### config.mk
export PLATFORM = sky130hd
export DESIGN_NAME = bpa_ctrl
export DESIGN_NICKNAME = d
export VERILOG_FILES = /design/src/hw/rtl/bpa_pkg.sv /design/src/hw/rtl/bpa_ctrl.sv
export SDC_FILE = /design/constraint.sdc
export NUM_CORES = 1
export LEC_CHECK = 0
export BUFFER_PORTS_ARGS = -buffer_cell sky130_fd_sc_hd__buf_4
export CELL_PAD_IN_SITES_DETAIL_PLACEMENT = 0
export CELL_PAD_IN_SITES_GLOBAL_PLACEMENT = 1
export CORE_AREA = 2 2 39 41
export DETAILED_ROUTE_END_ITERATION = 8
export DIE_AREA = 0 0 41 43
export PLACE_DENSITY = 0.62
export SLEW_MARGIN = 20
export SYNTH_ARGS = -nofsm -noshare
export SYNTH_HDL_FRONTEND = slang
export SYNTH_SLANG_ARGS = --single-unit
### constraint.sdc
create_clock -name clk -period 1.4 [get_ports clk]
set_input_delay 0.28 -clock clk [delete_from_list [all_inputs] [get_ports clk]]
set_output_delay 0.28 -clock clk [all_outputs]
set_load 0.02 [all_outputs]
### src/hw/rtl/bpa_pkg.sv
// bpa_pkg: shared widths, codes and controller/datapath interface structs
// for the bitmap page allocator; no dependencies
package bpa_pkg;

  // default sizing of the page bitmap
  localparam int MAX_PAGES_DEF     = 4096;
  localparam int MAP_WORD_BITS_DEF = 32;

  // field widths
  localparam int CNT_W      = 13;  // page counts and config registers
  localparam int BASE_W     = 14;  // page index of a scanned word, with headroom
  localparam int ADDR_W     = 32;
  localparam int PAGE_SHIFT = 12;
  localparam int IDX_W      = ADDR_W - PAGE_SHIFT;  // page index taken from an address
  localparam logic [ADDR_W-1:0] ADDR_BASE = 32'h0010_0000;

  // operation codes
  localparam logic FUNC_ALLOC = 1'b0;
  localparam logic FUNC_FREE  = 1'b1;

  // result status codes
  localparam logic [1:0] STATUS_OK      = 2'd0;
  localparam logic [1:0] STATUS_FULL    = 2'd1;
  localparam logic [1:0] STATUS_INVALID = 2'd2;

  // config register indexes
  localparam logic REG_TOTAL    = 1'b0;
  localparam logic REG_RESERVED = 1'b1;

  // config reset values
  localparam logic [CNT_W-1:0] TOTAL_RST    = 13'd4096;
  localparam logic [CNT_W-1:0] RESERVED_RST = 13'd1;

  // controller to datapath
  typedef struct packed {
    logic clear;  // clearing pass, write one zero word
    logic start;  // latch request, read word 0
    logic scan;   // examine the word in the read register
    logic load;   // move the finished result into the output register
  } cmd_t;

  // datapath to controller
  typedef struct packed {
    logic clear_last;  // last word of the clearing pass
    logic done;        // the scanned word settles the request
  } stat_t;

endpackage

### src/hw/rtl/bpa_ctrl.sv
// bpa_ctrl: sequencer for the bitmap page allocator (clear pass, accept,
// word scan, result hand-off); uses bpa_pkg
module bpa_ctrl (
  input  logic            clk,
  input  logic            rst,
  input  logic            s_tvalid,
  output logic            s_tready,
  output logic            m_tvalid,
  input  logic            m_tready,
  output bpa_pkg::cmd_t   cmd,
  input  bpa_pkg::stat_t  st
);

  localparam logic [1:0] ST_CLR  = 2'd0;
  localparam logic [1:0] ST_IDLE = 2'd1;
  localparam logic [1:0] ST_SCAN = 2'd2;
  localparam logic [1:0] ST_PUSH = 2'd3;

  logic [1:0] state;
  logic [1:0] state_next;
  logic       out_valid;

  assign s_tready  = (state == ST_IDLE);
  assign m_tvalid  = out_valid;
  assign cmd.clear = (state == ST_CLR);
  assign cmd.start = s_tvalid && s_tready;
  assign cmd.scan  = (state == ST_SCAN);
  assign cmd.load  = (state == ST_PUSH) && (!out_valid || m_tready);

  always_comb begin
    state_next = state;
    unique case (state)
      ST_CLR:  if (st.clear_last) state_next = ST_IDLE;
      ST_IDLE: if (cmd.start) state_next = ST_SCAN;
      ST_SCAN: if (st.done) state_next = ST_PUSH;
      ST_PUSH: if (cmd.load) state_next = ST_IDLE;
      default: state_next = ST_CLR;
    endcase
  end

  always_ff @(posedge clk) begin
    if (rst) begin
      state     <= ST_CLR;
      out_valid <= 1'b0;
    end else begin
      state <= state_next;
      if (cmd.load) out_valid <= 1'b1;
      else if (m_tready) out_valid <= 1'b0;
    end
  end

  a_accept_starts_scan: assert property (@(posedge clk) disable iff (rst)
    cmd.start |=> state == ST_SCAN)
    else $error("accepted word did not start a scan");

  a_load_into_free_slot: assert property (@(posedge clk) disable iff (rst)
    cmd.load |-> (!out_valid || m_tready))
    else $error("result loaded over an untaken word");

  a_done_goes_push: assert property (@(posedge clk) disable iff (rst)
    (cmd.scan && st.done) |=> (state == ST_PUSH && !s_tready))
    else $error("finished scan did not move to hand-off");

  a_no_accept_in_clear: assert property (@(posedge clk) disable iff (rst)
    cmd.clear |-> !s_tready && !out_valid)
    else $error("input taken or result shown during clearing pass");

endmodule

* Word-level counts from Yosys, hierarchy flattened
Cells that the tools add are included.
** Cells by class
- Equal/unequal tests :: 7
- Muxes and demuxes :: 7
- Reductions and logical operators :: 7
** Operators by type and width (count)
- $mux W2 :: 4
- $pmux W2 S4 :: 1
- $ne A2 B1 Y1 const B :: 3
- $eq A2 B2 Y1 const B :: 2
- $reduce_and A4 Y1 :: 1
- $eq A2 B1 Y1 const B :: 1
- $logic_and A1 B1 Y1 :: 2
- $logic_not A2 Y1 :: 1
- $mux W1 :: 2
- $ne A2 B2 Y1 const B :: 1
- $reduce_bool A2 Y1 :: 1
- $logic_not A1 Y1 :: 1
- $logic_or A1 B1 Y1 :: 1
** Storage, ports and cells
- Flip-flop bits (word level) :: 3
- Output and inout port bits :: 6
- Logic and storage cells :: 23

* Depth between registers and ports, before layout
Gate-level depths: netlist (run 1).
- Depth after elaboration :: 5
- Depth in mapped cells :: 5
- Gate-level depth less buffers :: 5

* Least setup slack after synthesis (run 1)
Ideal clock, no wire load.
- Path type :: reg-to-reg
- From :: register state[0]
- To :: register state[0]
- Library setup time :: 0.121 ns
- Data arrival time :: 1.562 ns
- Data required time :: 1.279 ns
- Path slack :: -0.283 ns
- Cell stages (with the launch flop) :: 6
- Period minus slack after synthesis :: 1.683 ns
- Path through :: dfxtp_1 inv_1 ha_1 and2b_1 a2111oi_4 mux2_4
** RTL lines
- from (decl) :: RTL line bpa_ctrl.sv:19 : logic [1:0] state;
- from (signal assigned) :: RTL line bpa_ctrl.sv:46 : state <= state_next;

* Worst setup path after layout (run 1)
- From :: register state[0]
- To :: register state[0]
** On the way
- Word-level cells in the longest chain between the ends :: 4
- Elaborated cells on any way between the ends :: 12
** Ends and longest elaborated chain (RTL line)
- $eq A2 B2 Y1 / $eq A2 B1 Y1 (equally long branches) :: bpa_ctrl.sv:28, bpa_ctrl.sv:32, bpa_ctrl.sv:23
- $logic_and A1 B1 Y1, on equally long branches :: bpa_ctrl.sv:28, bpa_ctrl.sv:26
- $ne A2 B2 Y1 (no source line) / $ne A2 B1 Y1 (equally long branches)
- $reduce_and A4 Y1 (no source line)
Several ways; a longest one is shown, not always the timed one.
A chain may end at the register's enable or synchronous reset.

==> reports/results.tsv, run 1 <==
metric	value	unit
status	finished with violations	
failing checks	negative setup slack	
Worst path slowest cell	dfxtp_4	
synth unique cells	12	
# diodes	0	
dpl cells	57	
CP Cell Sequence	inv_4 -> ha_4 -> and2b_1 -> a2111oi_4 -> mux2_4	
All-Layer GR Usage	7.52	%
min-delay worst type	input pin to flop	
vias in the first global route	220	
crit start category	flop	
CORE AREA	1380	um2
setup TNS	-0.422	ns
Setup Viol. Count Final	4	
Via Count	237	
number of core rows	14	
cells after synthesis	25	
max-cap violation count	0	
unrepaired setup endpoints after global routing	yes	
global-route wire length before repair	855	um
fin crit share	110	%
Achievable Freq	652	MHz
synthesized cell area	269	um2
static leakage	0.000227	uW
clk sinks	3	
dpl hpwl	476	um
die height	43	um
Die Area	1760	um2
area grow syn2layout	87.9	%
Iter 0 DRT Violations	4	
Setup Skew	0.000536	ns
syn_area_per_cell	10.8	um2
crit-path max cell delay	0.38	ns
Worst Path Max Fanout	4	
share of layout cells above drive strength 1	75.6	%
global route overflow	0	
GPL Wtd Cong	0.725	
Routed Antenna Nets	0	
register area share after synthesis	22.3	%
clk_lat worst skew	0.23	ns
CTS tree	built	
root buffer cell	clkbuf_4	
Critical Path Sink Type	flop	
I/O pin cnt	12	
H-Tree Depth	1	
Worst-Margin Slew	0.302	ns
post-cts hold buffer count	0	
dpl ws	-0.142	ns
Final Max Tran Viols	0	
Initial DRT Pass Iterations	2	
synthesis warning total	0	
Detailed Route WL	564	um
vias per cell	3.89	
CTS clk-pin slew, worst paths	0.03	ns
Final Total Pwr	1060	uW
setup ws final	-0.134	ns
die width	41	um
pin count of the biggest net entering global routing	6	
DRC violations left	0	
DP Area	444	um2
Hold Vio Cnt, Final	0	
total CTS buffers	3	
maximum vdd drop	0.752	mV
Synth Net Count	36	
critical path data required time	1.51	ns
Total Nets Final	57	
Longest Clk Path Bufs	2	
initial antenna violation count	0	
crit path time final	1.53	ns
# port buffers	11	
critical path class	flop to flop	
FILL cells	156	
post-route cell area	505	um2
crit path DAT	1.64	ns
starting density of the core	19.4	%
FF+latch count, synth	3	
Slew HR	79.9	%
Non-Filler Instances	61	
Avg WL per Cell	9.25	um
power density over the cells	2090	nW/um2
==> state kept, by name (all words and copies together) (netlist names) <==
name	count
m_tvalid	1
state	2
==> critical path: cells and delay by family (launching register included) <==
family / cells / cell delay [ns]
and+or+nand+nor: 1 / 0.18
muxes: 1 / 0.33
adders and majority gates: 1 / 0.16
DFF: 1 / 0.38
AOI/OAI and AO/OA: 1 / 0.32
buffers and inverters: 1 / 0.06
==> worst paths after layout <==
check,slack [ns],start,endpoint,cells after the start
min,0.24,rst,m_tvalid,2
min reg2reg,0.55,state[1],state[1],2
max reg2reg,-0.13,state[0],state[0],5
max,-0.13,state[0],state[0],5
==> synthesized netlist by cell type, drive strengths merged <==
| library cell | number | area, um2 |
|---|---|---|
| a2111oi | 1 | 27.5 |
| and2 | 1 | 6.26 |
| and2b | 3 | 25.0 |
| dfxtp | 3 | 60.1 |
| ha | 5 | 62.6 |
| inv | 2 | 7.51 |
| mux2 | 1 | 15.0 |
| mux2i | 1 | 10.0 |
| nand2b | 2 | 12.5 |
| nor2 | 4 | 15.0 |
| nor2b | 2 | 27.5 |
==> layer usage <==
layer | GRT usage [%] | up-vias | share of wire (%)
li1 | - | 119 | -
met1 | 6.71 | 111 | 38
met2 | 13.1 | 7 | 56
met3 | 4.71 | 0 | 5.0
met4 | 2.00 | 0 | 0
met5 | 0 | - | 0
==> layout by cell type (no fill, tap or decap), types with 2 or more instances in the layout <==
cell type	n
buf_4	12
nor2_1	4
buf_6	4
ha_4	3
clkbuf_4	3
nor2b_4	2
and2b_2	2
inv_4	2
nand2b_1	2
dfxtp_4	2
==> final cells by class <==
cell class	count	area, um2	area share [%]
tap	16	20.0	3.96
multi-input combinational	20	244	48.3
timing repair buffer	16	135	26.7
sequential	3	67.6	13.4
clock buffer	4	26.3	5.20
inverter	2	12.5	2.48
==> repair_timing <==
action                     in CTS  in global routing
pin swaps                       2                  0
setup endpoints to repair       6                  4
resized for setup               9                  0
setup buffers                   1                  0
cloned                          0                  0
==> through the flow <==
step	hold WS, ns	util (%)
6_report	0.245	36.5
5_1_grt	0.245	36.5
3_3_place_gp	0.480	32.1
2_1_floorplan	0.352	-
3_5_place_dp	0.483	32.1
4_1_cts	0.241	36.5
==> cell families (layout without fill, tap and decap cells) <==
logic type / count (synthesis) / after routing / synth area share, %
compound gates: 1 / 1 / 10.2
fa+ha+maj: 5 / 5 / 23.3
buf+inv: 2 / 22 / 2.79
flops: 3 / 3 / 22.3
mux: 2 / 2 / 9.30
simple gates: 12 / 12 / 32.1
==> power by group <==
group / total (uW) / switching, uW / internal (uW)
sequential: 198 / 61.7 / 136
clock: 147 / 40.2 / 107
combinational: 713 / 298 / 415
total: 1060 / 400 / 658
Power figures use the tool's default switching activity.
==> run 2, diff against run 1 <==
--- a/config.mk
+++ b/config.mk
@@ -11,7 +11,7 @@
 export CORE_AREA = 2 2 39 41
 export DETAILED_ROUTE_END_ITERATION = 8
 export DIE_AREA = 0 0 41 43
-export PLACE_DENSITY = 0.62
+export PLACE_DENSITY = 0.6
 export SLEW_MARGIN = 20
 export SYNTH_ARGS = -nofsm -noshare
 export SYNTH_HDL_FRONTEND = slang
==> constraint.sdc (replaced) <==
create_clock -name clk -period 1.6 [get_ports clk]
set_input_delay 0.32 -clock clk [delete_from_list [all_inputs] [get_ports clk]]
set_output_delay 0.32 -clock clk [all_outputs]
set_load 0.02 [all_outputs]
==> run 2 against run 1 <==
The flow now finishes without violations. Critical path depth is the same. Global-route usage grew 0.19 points. Register-to-register slack gained 0.19 ns. Design area shrank 10%. Hold slack gained 0.036 ns. Final cell count shrank 4.9%. Critical path type unchanged.
==> reports/results.tsv, run 2 (synthesized netlist as in run 1, its figures left out) <==
metric	value	unit
static leakage	0.000206	uW
Final Max Tran Viols	0	
vias per cell	3.74	
global-route wire length before repair	869	um
# diodes	0	
unrepaired setup endpoints after global routing	yes	
Worst-Margin Slew	0.309	ns
root buffer cell	clkbuf_4	
leading cell types in the layout, fill and taps excluded	12 x buf_4, 4 x nor2_1, 3 x clkbuf_4	
I/O pin cnt	12	
pin count of the biggest net entering global routing	6	
Hold Path Depth	2	
crit start category	flop	
Avg WL per Cell	9.00	um
CTS clk-pin slew, worst paths	0.04	ns
Via Count	217	
Worst Path Max Fanout	4	
die width	41	um
share of layout cells above drive strength 1	69.0	%
All-Layer GR Usage	7.71	%
Slew HR	79.4	%
H-Tree Depth	1	
status	completed	
min-delay worst type	input pin to flop	
critical path data required time	1.72	ns
number of core rows	14	
vias in the first global route	230	
Hold Vio Cnt, Final	0	
crit path time final	1.55	ns
total CTS buffers	3	
dpl hpwl	403	um
DRC violations left	0	
setup ws final	0.0516	ns
area grow syn2layout	68.8	%
Iter 0 DRT Violations	0	
Setup Viol. Count Final	0	
critical path class	flop to flop	
hold endpoint	m_tvalid	
clk sinks	3	
max reg flops	2	
FF-to-FF setup slack	0.05	ns
Critical Path Sink Type	flop	
Setup Skew	0.00770	ns
DP Area	398	um2
Routed Antenna Nets	0	
fin crit share	96.8	%
GPL Wtd Cong	0.687	
Worst Reg-to-Reg Cells	5	
die height	43	um
max-cap violation count	0	
Longest Clk Path Bufs	2	
global route overflow	0	
Achievable Freq	646	MHz
CORE AREA	1380	um2
Total Nets Final	54	
clk_lat worst skew	0.24	ns
initial antenna violation count	0	
CTS tree	built	
hold path start	rst	
Detailed Route WL	522	um
most common cell after layout, fill and taps aside	buf_4	
Die Area	1760	um2
# port buffers	11	
Initial DRT Pass Iterations	1	
Top reg by flops	state	
RR Startpoint	state[0]	
post-route cell area	454	um2
r2r endpoint	state[0]	
starting density of the core	19.4	%
FILL cells	143	
sequential cell area	67.6	um2
dpl ws	-0.0231	ns
maximum vdd drop	0.579	mV
crit path DAT	1.67	ns
power density over the cells	1770	nW/um2
footprint of the multi-input gates	229	um2
## run 2: area by class of cell
class | count | area share (%)
flip-flops and latches | 3 | 14.9
inverters | 2 | 2.20
multi-input cells | 20 | 50.4
repair buffers | 13 | 22.3
well taps | 16 | 4.41
clock buffers | 4 | 5.79
## run 2: critical path: stages (launching register included)
cell,delay (ns)
dfxtp_4,0.36
buf_6,0.12
ha_4,0.15
nor2b_4,0.12
a2111oi_4,0.36
mux2_4,0.33
## run 2: layer usage
metal  share of wire (%)  up-vias  track usage (%)
li1                    -      112                -
met5                   0        -                0
met2                  62        4             11.6
met3                 3.1        0             1.57
met1                  35      101             7.96
met4                   0        0             8.00
## run 2: timing repair
item / CTS / global route
buffers inserted: 1 / 0
endpoints found under the setup margin: 1 / 2
gates resized for setup: 4 / 3
hold buffers: 0 / 0
endpoints found under the hold margin: 0 / 0
pin swaps: 1 / 2
## run 2: power breakdown
group          internal [uW]  total (uW)  switching, uW
registers                119         163           44.1
logic                    269         501            233
clock network           93.8         138           43.7
total                    481         802            320
## run 2: worst max path at each step
stage / startpoint / endpoint / cells after the start / slack, ns
after floorplan: state[0] / state[0] / 5 / 0.007
after global placement: state[0] / state[0] / 5 / 0.009
after detailed placement: state[0] / state[0] / 5 / -0.02
after CTS: state[1] / state[0] / 5 / 0.0004
after global routing: state[0] / state[0] / 5 / -0.02
final: state[0] / state[0] / 5 / 0.05
## run 2: per-stage QoR
step	hold slack, ns	util (%)	std cells	TNS, ns	power (uW)
6_report	0.281	32.8	58	0	802
4_1_cts	0.276	31.6	58	0	791
5_1_grt	0.275	32.8	58	-0.0309	874
2_1_floorplan	0.392	-	25	0	472
3_3_place_gp	0.499	28.8	53	0	611
3_5_place_dp	0.508	28.8	53	-0.0231	609
